### config.mk
export PLATFORM = sky130hd
export DESIGN_NAME = i2c_display_write_serializer
export DESIGN_NICKNAME = d
export VERILOG_FILES = /design/src/idws_pkg.sv /design/src/idws_front.sv /design/src/idws_queue.sv /design/src/idws_back.sv /design/src/i2c_display_write_serializer.sv
export SDC_FILE = /design/constraint.sdc
export NUM_CORES = 1
export LEC_CHECK = 0
export ABC_AREA = 1
export BUFFER_PORTS_ARGS = -buffer_cell sky130_fd_sc_hd__buf_4
export CAP_MARGIN = 20
export CORE_ASPECT_RATIO = 0.9
export CORE_MARGIN = 3
export CORE_UTILIZATION = 30
export DETAILED_ROUTE_END_ITERATION = 8
export GPL_TIMING_DRIVEN = 1
export PLACE_DENSITY = 0.52
export SYNTH_ARGS = -nofsm -noshare
export SYNTH_HDL_FRONTEND = slang
export SYNTH_SLANG_ARGS = --single-unit
### constraint.sdc
create_clock -name clk -period 3.8 [get_ports clk]
set_input_delay 0.19 -clock clk [delete_from_list [all_inputs] [get_ports clk]]
set_output_delay 0.19 -clock clk [all_outputs]
set_load 0.05 [all_outputs]
### src/idws_pkg.sv
// Shared types, constants and helper functions for the I2C display write serializer.
`timescale 1ns / 1ps

package idws_pkg;

	// Operation codes as they arrive on the input channel
	localparam logic [1:0] OP_TICK = 2'd0;
	localparam logic [1:0] OP_CMD  = 2'd1;
	localparam logic [1:0] OP_DATA = 2'd2;

	// Configuration register indexes
	localparam logic [1:0] CFG_DEV_ADDR  = 2'd0;
	localparam logic [1:0] CFG_CMD_CTRL  = 2'd1;
	localparam logic [1:0] CFG_DATA_CTRL = 2'd2;
	localparam logic [1:0] CFG_PHASE_TKS = 2'd3;

	localparam int CFG_IDX_W  = 2;
	localparam int CFG_DATA_W = 16;

	// Configuration reset values
	localparam logic [7:0]  RST_DEV_ADDR  = 8'h7A;
	localparam logic [7:0]  RST_CMD_CTRL  = 8'h00;
	localparam logic [7:0]  RST_DATA_CTRL = 8'h40;
	localparam logic [15:0] RST_PHASE_TKS = 16'd35;

	// Frame layout: start and stop are three phases each, every byte 21 phases
	localparam logic [4:0] SLOT_EDGE_LAST = 5'd2;
	localparam logic [4:0] SLOT_BYTE_LAST = 5'd20;
	localparam logic [4:0] SLOT_HOLD      = 5'd16;
	localparam logic [4:0] SLOT_ACK_HIGH  = 5'd18;
	localparam logic [4:0] SLOT_ACK_REL   = 5'd20;
	localparam logic [1:0] BYTE_LAST      = 2'd2;

	// Queue between front and back
	localparam int QUEUE_DEPTH = 2;
	localparam int QUEUE_AW    = $clog2(QUEUE_DEPTH);
	localparam int QUEUE_CW    = $clog2(QUEUE_DEPTH + 1);

	typedef enum logic [1:0] {
		KIND_TICK,
		KIND_CMD,
		KIND_DATA,
		KIND_NOP
	} kind_t;

	typedef struct packed {
		kind_t      kind;
		logic [7:0] payload;
	} item_t;

	typedef enum logic [1:0] {
		SEG_IDLE,
		SEG_START,
		SEG_BYTE,
		SEG_STOP
	} seg_t;

	typedef struct packed {
		logic scl;
		logic sda;
		logic busy;
		logic done;
		logic rej;
	} result_t;

	// Byte of the latched frame by position (address, control, payload)
	function automatic logic [7:0] frame_byte(input logic [23:0] frame, input logic [1:0] sel);
		logic [7:0] b;
		case (sel)
			2'd0:    b = frame[23:16];
			2'd1:    b = frame[15:8];
			default: b = frame[7:0];
		endcase
		return b;
	endfunction

	// Line levels {scl, sda} for a phase
	function automatic logic [1:0] phase_lines(input seg_t seg, input logic [4:0] slot,
		input logic [7:0] b);
		logic [1:0] l;
		l = 2'b11;
		case (seg)
			SEG_START: begin
				l[1] = (slot != SLOT_EDGE_LAST);
				l[0] = (slot == 5'd0);
			end
			SEG_BYTE: begin
				if (slot < SLOT_HOLD) begin
					l[1] = slot[0];
					l[0] = b[~slot[3:1]];
				end else if (slot == SLOT_HOLD) begin
					l = {1'b0, b[0]};
				end else begin
					l[1] = (slot == SLOT_ACK_HIGH);
					l[0] = (slot == SLOT_ACK_REL);
				end
			end
			SEG_STOP: begin
				l[1] = (slot != 5'd0);
				l[0] = (slot == SLOT_EDGE_LAST);
			end
			default: l = 2'b11;
		endcase
		return l;
	endfunction

endpackage

### src/idws_front.sv
// Front end: input handshake and classification of operation codes.
`timescale 1ns / 1ps

module idws_front (
	input  logic               in_valid,
	output logic               in_ready,
	input  logic [1:0]         operation,
	input  logic [7:0]         payload,
	input  logic               queue_full,
	output logic               push,
	output idws_pkg::item_t    item
);

	idws_pkg::kind_t kind;

	always_comb begin
		case (operation)
			idws_pkg::OP_TICK: kind = idws_pkg::KIND_TICK;
			idws_pkg::OP_CMD:  kind = idws_pkg::KIND_CMD;
			idws_pkg::OP_DATA: kind = idws_pkg::KIND_DATA;
			default:           kind = idws_pkg::KIND_NOP;
		endcase
	end

	assign in_ready     = !queue_full;
	assign push         = in_valid && !queue_full;
	assign item.kind    = kind;
	assign item.payload = payload;

endmodule

### src/idws_queue.sv
// Short FIFO of classified items between front and back.
`timescale 1ns / 1ps

module idws_queue (
	input  logic            clk,
	input  logic            arst_n,
	input  logic            push,
	input  idws_pkg::item_t item_in,
	output logic            full,
	input  logic            pop,
	output logic            head_valid,
	output idws_pkg::item_t head
);

	idws_pkg::item_t                     entry_q [idws_pkg::QUEUE_DEPTH];
	logic [idws_pkg::QUEUE_AW-1:0]       wr_ptr_q;
	logic [idws_pkg::QUEUE_AW-1:0]       rd_ptr_q;
	logic [idws_pkg::QUEUE_CW-1:0]       count_q;
	logic                                do_pop;

	localparam logic [idws_pkg::QUEUE_AW-1:0] PTR_LAST =
		idws_pkg::QUEUE_AW'(idws_pkg::QUEUE_DEPTH - 1);
	localparam logic [idws_pkg::QUEUE_CW-1:0] CNT_FULL =
		idws_pkg::QUEUE_CW'(idws_pkg::QUEUE_DEPTH);

	assign full       = (count_q == CNT_FULL);
	assign head_valid = (count_q != '0);
	assign head       = entry_q[rd_ptr_q];
	assign do_pop     = pop && head_valid;

	always_ff @(posedge clk) begin
		if (push) begin
			entry_q[wr_ptr_q] <= item_in;
		end
	end

	always_ff @(posedge clk or negedge arst_n) begin
		if (!arst_n) begin
			wr_ptr_q <= '0;
			rd_ptr_q <= '0;
			count_q  <= '0;
		end else begin
			if (push) begin
				wr_ptr_q <= (wr_ptr_q == PTR_LAST) ? '0 : wr_ptr_q + 1'b1;
			end
			if (do_pop) begin
				rd_ptr_q <= (rd_ptr_q == PTR_LAST) ? '0 : rd_ptr_q + 1'b1;
			end
			case ({push, do_pop})
				2'b10:   count_q <= count_q + 1'b1;
				2'b01:   count_q <= count_q - 1'b1;
				default: count_q <= count_q;
			endcase
		end
	end

endmodule

### src/idws_back.sv
// Back end: configuration registers, phase sequencer and registered result.
`timescale 1ns / 1ps

module idws_back (
	input  logic                              clk,
	input  logic                              arst_n,
	input  logic                              cfg_we,
	input  logic [idws_pkg::CFG_IDX_W-1:0]    cfg_index,
	input  logic [idws_pkg::CFG_DATA_W-1:0]   cfg_wdata,
	input  logic                              head_valid,
	input  idws_pkg::item_t                   head,
	output logic                              pop,
	output logic                              out_valid,
	input  logic                              out_ready,
	output idws_pkg::result_t                 res
);

	// configuration
	logic [7:0]  dev_addr_q;
	logic [7:0]  cmd_ctrl_q;
	logic [7:0]  data_ctrl_q;
	logic [15:0] phase_ticks_q;

	// sequencer state
	idws_pkg::seg_t seg_q, seg_d;
	logic [4:0]     slot_q, slot_d;
	logic [1:0]     byte_q, byte_d;
	logic [15:0]    tick_q, tick_d;
	logic [23:0]    frame_q, frame_d;
	logic           scl_q, scl_d;
	logic           sda_q, sda_d;

	// output register
	logic              out_valid_q;
	idws_pkg::result_t res_q;

	logic              fire;
	logic              done_d;
	logic              rej_d;
	logic              relines;
	logic [15:0]       limit;
	logic [16:0]       tick_inc;
	logic [1:0]        lines;

	assign fire     = head_valid && (!out_valid_q || out_ready);
	assign pop      = fire;
	assign limit    = (phase_ticks_q == '0) ? 16'd1 : phase_ticks_q;
	assign tick_inc = {1'b0, tick_q} + 17'd1;
	assign lines    = idws_pkg::phase_lines(seg_d, slot_d,
		idws_pkg::frame_byte(frame_d, byte_d));
	assign scl_d    = relines ? lines[1] : scl_q;
	assign sda_d    = relines ? lines[0] : sda_q;

	always_comb begin
		seg_d   = seg_q;
		slot_d  = slot_q;
		byte_d  = byte_q;
		tick_d  = tick_q;
		frame_d = frame_q;
		done_d  = 1'b0;
		rej_d   = 1'b0;
		relines = 1'b0;
		if (fire) begin
			case (head.kind)
				idws_pkg::KIND_CMD, idws_pkg::KIND_DATA: begin
					if (seg_q != idws_pkg::SEG_IDLE) begin
						rej_d = 1'b1;
					end else begin
						frame_d = {dev_addr_q,
							(head.kind == idws_pkg::KIND_CMD) ? cmd_ctrl_q : data_ctrl_q,
							head.payload};
						seg_d   = idws_pkg::SEG_START;
						slot_d  = '0;
						byte_d  = '0;
						tick_d  = '0;
						relines = 1'b1;
					end
				end
				idws_pkg::KIND_TICK: begin
					if (seg_q != idws_pkg::SEG_IDLE) begin
						if (tick_inc >= {1'b0, limit}) begin
							tick_d  = '0;
							relines = 1'b1;
							case (seg_q)
								idws_pkg::SEG_START: begin
									if (slot_q == idws_pkg::SLOT_EDGE_LAST) begin
										seg_d  = idws_pkg::SEG_BYTE;
										slot_d = '0;
										byte_d = '0;
									end else begin
										slot_d = slot_q + 5'd1;
									end
								end
								idws_pkg::SEG_BYTE: begin
									if (slot_q != idws_pkg::SLOT_BYTE_LAST) begin
										slot_d = slot_q + 5'd1;
									end else if (byte_q == idws_pkg::BYTE_LAST) begin
										seg_d  = idws_pkg::SEG_STOP;
										slot_d = '0;
									end else begin
										byte_d = byte_q + 2'd1;
										slot_d = '0;
									end
								end
								idws_pkg::SEG_STOP: begin
									if (slot_q == idws_pkg::SLOT_EDGE_LAST) begin
										seg_d  = idws_pkg::SEG_IDLE;
										slot_d = '0;
										byte_d = '0;
										done_d = 1'b1;
									end else begin
										slot_d = slot_q + 5'd1;
									end
								end
								default: seg_d = idws_pkg::SEG_IDLE;
							endcase
						end else begin
							tick_d = tick_inc[15:0];
						end
					end
				end
				default: ;
			endcase
		end
	end

	always_ff @(posedge clk or negedge arst_n) begin
		if (!arst_n) begin
			dev_addr_q    <= idws_pkg::RST_DEV_ADDR;
			cmd_ctrl_q    <= idws_pkg::RST_CMD_CTRL;
			data_ctrl_q   <= idws_pkg::RST_DATA_CTRL;
			phase_ticks_q <= idws_pkg::RST_PHASE_TKS;
		end else if (cfg_we) begin
			case (cfg_index)
				idws_pkg::CFG_DEV_ADDR:  dev_addr_q    <= cfg_wdata[7:0];
				idws_pkg::CFG_CMD_CTRL:  cmd_ctrl_q    <= cfg_wdata[7:0];
				idws_pkg::CFG_DATA_CTRL: data_ctrl_q   <= cfg_wdata[7:0];
				idws_pkg::CFG_PHASE_TKS: phase_ticks_q <= cfg_wdata;
				default: ;
			endcase
		end
	end

	always_ff @(posedge clk or negedge arst_n) begin
		if (!arst_n) begin
			seg_q   <= idws_pkg::SEG_IDLE;
			slot_q  <= '0;
			byte_q  <= '0;
			tick_q  <= '0;
			frame_q <= '0;
			scl_q   <= 1'b1;
			sda_q   <= 1'b1;
		end else begin
			seg_q   <= seg_d;
			slot_q  <= slot_d;
			byte_q  <= byte_d;
			tick_q  <= tick_d;
			frame_q <= frame_d;
			scl_q   <= scl_d;
			sda_q   <= sda_d;
		end
	end

	always_ff @(posedge clk or negedge arst_n) begin
		if (!arst_n) begin
			out_valid_q <= 1'b0;
		end else if (fire) begin
			out_valid_q <= 1'b1;
		end else if (out_ready) begin
			out_valid_q <= 1'b0;
		end
	end

	always_ff @(posedge clk) begin
		if (fire) begin
			res_q.scl  <= scl_d;
			res_q.sda  <= sda_d;
			res_q.busy <= (seg_d != idws_pkg::SEG_IDLE);
			res_q.done <= done_d;
			res_q.rej  <= rej_d;
		end
	end

	assign out_valid = out_valid_q;
	assign res       = res_q;

	// end of frame always releases both lines
	a_done_idle: assert property (@(posedge clk) disable iff (!arst_n)
		out_valid_q && res_q.done |-> !res_q.busy && res_q.scl && res_q.sda)
		else $error("frame end without released lines");

	a_rej_busy: assert property (@(posedge clk) disable iff (!arst_n)
		out_valid_q && res_q.rej |-> res_q.busy && !res_q.done)
		else $error("reject reported while idle");

	a_slot_range: assert property (@(posedge clk) disable iff (!arst_n)
		(seg_q == idws_pkg::SEG_START || seg_q == idws_pkg::SEG_STOP) |->
		slot_q <= idws_pkg::SLOT_EDGE_LAST)
		else $error("edge phase slot out of range");

	a_byte_range: assert property (@(posedge clk) disable iff (!arst_n)
		seg_q == idws_pkg::SEG_BYTE |->
		slot_q <= idws_pkg::SLOT_BYTE_LAST && byte_q <= idws_pkg::BYTE_LAST)
		else $error("byte phase out of range");

	a_idle_clear: assert property (@(posedge clk) disable iff (!arst_n)
		seg_q == idws_pkg::SEG_IDLE |-> tick_q == '0 && slot_q == '0)
		else $error("counters not cleared while idle");

endmodule

### src/i2c_display_write_serializer.sv
// Top level of the write-only I2C display serializer.
`timescale 1ns / 1ps

// Write-only I2C transmitter for a display controller. Each input transfer is
// either a tick (operation 0), a command byte request (1) or a data byte request
// (2); code 3 is a no-op. Every input transfer yields exactly one output transfer
// carrying the scl/sda levels after that item, busy_res, frame_done (set on the
// tick that ends the stop phase) and rejected (a request that arrived mid-frame).
// A request taken while idle latches {device_address_byte, control byte, payload}
// and starts a fixed 69-phase frame: start, three bytes MSB first each with a
// hold phase and a never-sampled ack slot driven low, then stop. Every phase lasts
// phase_ticks ticks (0 acts as 1). Throughput is one item per clock: the front
// end classifies and pushes into a two-entry queue, the back end sequencer
// retires one queued item per cycle into an output register, so results flow
// back to back as long as out_ready stays high. Each result is registered: an
// input item is written into a queue entry, then fired into the output register.
// With out_ready held low, the output register and the two queue entries
// absorb three transfers before in_ready drops. Configuration writes (cfg_we,
// cfg_index, cfg_wdata) take effect at once; write them only while no transfer
// is in flight. A frame may still be running: its bytes are latched, while
// phase_ticks is read live.
module i2c_display_write_serializer (
	input  logic                             clk,
	input  logic                             arst_n,
	input  logic                             cfg_we,
	input  logic [idws_pkg::CFG_IDX_W-1:0]   cfg_index,
	input  logic [idws_pkg::CFG_DATA_W-1:0]  cfg_wdata,
	input  logic                             in_valid,
	output logic                             in_ready,
	input  logic [1:0]                       operation,
	input  logic [7:0]                       payload,
	output logic                             out_valid,
	input  logic                             out_ready,
	output logic                             scl,
	output logic                             sda,
	output logic                             busy_res,
	output logic                             frame_done,
	output logic                             rejected
);

	idws_pkg::item_t   push_item;
	idws_pkg::item_t   head;
	idws_pkg::result_t res;
	logic              push;
	logic              queue_full;
	logic              head_valid;
	logic              pop;

	// decode and input handshake
	idws_front u_front (
		.in_valid   (in_valid),
		.in_ready   (in_ready),
		.operation  (operation),
		.payload    (payload),
		.queue_full (queue_full),
		.push       (push),
		.item       (push_item)
	);

	// decouples input acceptance from output backpressure
	idws_queue u_queue (
		.clk        (clk),
		.arst_n     (arst_n),
		.push       (push),
		.item_in    (push_item),
		.full       (queue_full),
		.pop        (pop),
		.head_valid (head_valid),
		.head       (head)
	);

	// phase sequencer, config registers, output register
	idws_back u_back (
		.clk        (clk),
		.arst_n     (arst_n),
		.cfg_we     (cfg_we),
		.cfg_index  (cfg_index),
		.cfg_wdata  (cfg_wdata),
		.head_valid (head_valid),
		.head       (head),
		.pop        (pop),
		.out_valid  (out_valid),
		.out_ready  (out_ready),
		.res        (res)
	);

	assign scl        = res.scl;
	assign sda        = res.sda;
	assign busy_res   = res.busy;
	assign frame_done = res.done;
	assign rejected   = res.rej;

endmodule
==> flow_summary.json <==
{
  "status": "finished clean",
  "synth_top_area_cell": "dfrtp_1",
  "power.internal_mw": 3.24,
  "core_um2": 20900,
  "power_frac_clock": 0.296,
  "min_period_ns": 3.60,
  "hold_viol": 0,
  "vias": 5000,
  "cp_num_buf_inv": 1,
  "slowest_stage": "dfrtp_1",
  "clock-sinks": 121,
  "synth_most_common_cell": "nand2_1",
  "ys.flop_type": "dfrtp_1",
  "path_clk_slew_ns": 0.06,
  "worst_pin_slew_ns": 0.937,
  "gp_congestion": 0.842,
  "rsz0062_at_grt": "true",
  "p_comb_frac": 0.351,
  "power.switching_mw": 1.93,
  "crit_family": "simple AND/OR/NAND/NOR gates",
  "hp-class": "input port to register",
  "setup_viol": 0,
  "start_util": 0.307,
  "clock-root-buffer": "clkbuf_16",
  "num_io_pins": 40,
  "synth_cells": 766,
  "cts_htree_levels": 4,
  "clk_latency_ns": 0.41,
  "synthArstFlopShare": 0.793,
  "drt_wl_total_mm": 14.4,
  "cts_buffers": 17,
  "timing.fmax_mhz": 278,
  "die_h_um": 145,
  "synthDistinctLibCells": 41,
  "yosysWarnings": 0,
  "synth_top_area_frac": 0.331,
  "routedWlPerCell_um": 12.5,
  "worstPathCellList": "nand3_2 > nor2_4 > nand4_1 > nor2_2 > nand3_2 > xor2_2 > inv_1 > ha_4 > nand3_2 > nor3_2 > nor2_4 > nand2_4 > nand2_4 > nand2_1 > nand2_1 > nand2_1 > nand2_2 > a21oi_1 > nand3_2 > nand3_1 > nand3_1 > nand3_1 > nand2_1 > a21oi_2",
  "grt_max_degree": 49,
  "nNetsFinal": 911,
  "io_buffer_count": 39,
  "slew_viol_final": 0,
  "cp-start-kind": "register",
  "skew_ns": 0.0130,
  "num-fill-cells": 2120,
  "worstPathRequired_ns": 4.07,
  "track_usage": 0.126,
  "fin_crit_sh": 0.948,
  "peakVddDrop_uv": 271,
  "max_cap_violations": 0,
  "drc": 0,
  "grt-ovfl-total": 0,
  "slew_headroom": 0.373,
  "row_count": 50,
  "drive_gt1_frac": 0.231,
  "antenna_found_initial": 0,
  "ys_seq_area_frac": 0.493,
  "cts_tree": "done",
  "syn_nets": 825,
  "p_leak_nw": 3.96,
  "tns_ns": 0,
  "viasPerCell": 4.34,
  "die-area_um2": 23200,
  "critPathMaxFanout": 12,
  "swShare": 0.373,
  "dpl_cell_area_um2": 7200,
  "postLayoutCoreUtil": 0.391,
  "synth_area_leaders": "dfrtp_1, edfxtp_1, nand2_1",
  "fin_area_um2": 8170,
  "cts.path.max_buffers": 2,
  "syn_area_um2": 6420,
  "dpl.hpwl_mm": 10.4,
  "power_frac_seq": 0.353,
  "die_w_um": 160,
  "drt_iter0_drc": 334,
  "power_density_nw_per_um2": 633,
  "synth-edff-count": 25,
  "grt_pass1_vias": 4660,
  "cp_data_arrival_time_ns": 3.87,
  "synth-seq-cells": 121,
  "critical_path_class": "register to register",
  "antenna_cells": 0,
  "ant_nets": 0,
  "grt_pass1_wl_mm": 23.2,
  "synthTopCellsByCount": "nand2_1, inv_1, dfrtp_1, o21ai_0, nor2_1",
  "drtPass1Iterations": 5,
  "max_stage_delay_ns": 0.38,
  "end_kind": "register",
  "area_growth_pct": 27.2,
  "synth.avg_cell_area_um2": 8.38
}
## per-stage QoR
step                      total power [mW]  setup WS [ns]  std cells  hold WS [ns]
after floorplan                       3.06          0.376        766        -0.106
after global placement                3.62       -0.00397       1100         0.249
after detailed placement              3.62        -0.0371       1100         0.250
after CTS                             5.20         0.0109       1144        0.0122
after global routing                  5.55         -0.111       1151        0.0427
final                                 5.17          0.198       1151        0.0318
## cells by family (layout without fill, tap and decap cells)
logic type,Yosys count,after routing,synth area share
DFF,121,121,0.493
AOI/OAI and AO/OA,126,126,0.110
buffers and inverters,180,279,0.108
xor gates and xnor gates,13,13,0.0177
adders and majority gates,26,26,0.0507
and+or+nand+nor,291,291,0.205
muxes,9,9,0.0156
## layout by cell type (no fill, tap or decap), types with 3 or more instances in the layout
cell type / count
nand4_1: 12
nor2_2: 6
clkinvlp_4: 4
dfstp_2: 11
o211ai_1: 4
a21oi_1: 18
nand2_4: 4
buf_4: 71
nand3_1: 30
nor3_2: 3
ha_4: 4
xor2_2: 3
dlygate4sd3_1: 12
nand2_2: 7
nor4_1: 4
o22ai_1: 16
inv_1: 146
xor2_1: 9
nand2_1: 162
clkinv_2: 3
ha_1: 21
a21oi_2: 6
nor3_1: 3
edfxtp_1: 25
clkbuf_16: 19
o21ai_2: 3
mux2_2: 8
nor2_1: 37
nor2_4: 8
inv_2: 13
o21ai_0: 65
o21ai_1: 7
nand3_2: 9
dfrtp_1: 85
## sequential cells by signal, indices dropped and copies added, names as in the netlist, 2 cells and up
register	flops
u_back.phase_ticks_q	16
u_back.frame_q	24
u_queue.entry_q	20
u_back.data_ctrl_q	8
u_back.byte_q	2
u_back.cmd_ctrl_q	8
u_back.res	5
u_back.seg_q	2
u_back.tick_q	16
u_back.dev_addr_q	8
u_back.slot_q	5
u_queue.count_q	2
## path summary, 6_finish.rpt
check                           slack (ns)  depth (start not counted)                                end                              from
worst max-delay path                  0.20                         24            u_back.res[3]$_DFFE_PP_      u_back.tick_q[1]$_DFFE_PN0P_
worst min-delay path                  0.03                          3       u_queue.wr_ptr_q$_DFFE_PN0P_                          in_valid
worst max register to register        0.20                         24            u_back.res[3]$_DFFE_PP_      u_back.tick_q[1]$_DFFE_PN0P_
worst min register to register        0.48                          2   u_back.cmd_ctrl_q[2]$_DFFE_PN0P_  u_back.cmd_ctrl_q[2]$_DFFE_PN0P_
max in group asynchronous             2.62                          3             u_back.sda_q$_DFF_PN1_                            arst_n
min in group asynchronous             0.35                          2  u_back.data_ctrl_q[5]$_DFFE_PN0P_                            arst_n
## power groups by stage
stage	registers (mW)	logic, mW	clock network, mW
2_1_floorplan	1.91	1.15	0
3_3_place_gp	1.84	1.78	0
3_5_place_dp	1.85	1.77	0
4_1_cts	1.83	1.80	1.57
5_1_grt	1.86	2.06	1.63
6_report	1.83	1.82	1.53
## layout make-up
| class | instances | area [µm²] | area share |
|---|---|---|---|
| clock buffer | 20 | 489 | 0.0599 |
| clock inverter | 12 | 86.3 | 0.0106 |
| inverter | 161 | 607 | 0.0743 |
| multi-input combinational | 465 | 2770 | 0.339 |
| sequential | 121 | 3170 | 0.388 |
| tap | 286 | 358 | 0.0438 |
| timing repair buffer | 86 | 691 | 0.0846 |
## what timing repair did
action                                  in CTS  in global routing
buffers inserted                             0                  6
endpoints found under the hold margin       60                  0
pin swaps                                    0                 29
endpoints found under the setup margin       1                  4
gates resized for setup                      2                 47
hold buffers                                12                  0
## tightest hold or removal path, stage by stage
cell     delay, ns
buf_4         0.08
a21oi_1       0.06
nor2_1        0.07
## metal layers
metal  track usage  up-vias  share of wire
li1              -     2615              -
met4        0.0466        0          0.010
met5             0        -              0
met3        0.0250        8          0.025
met1         0.179     2326           0.52
met2         0.190       51           0.45
No activity file was read; power rests on OpenSTA's default activity.
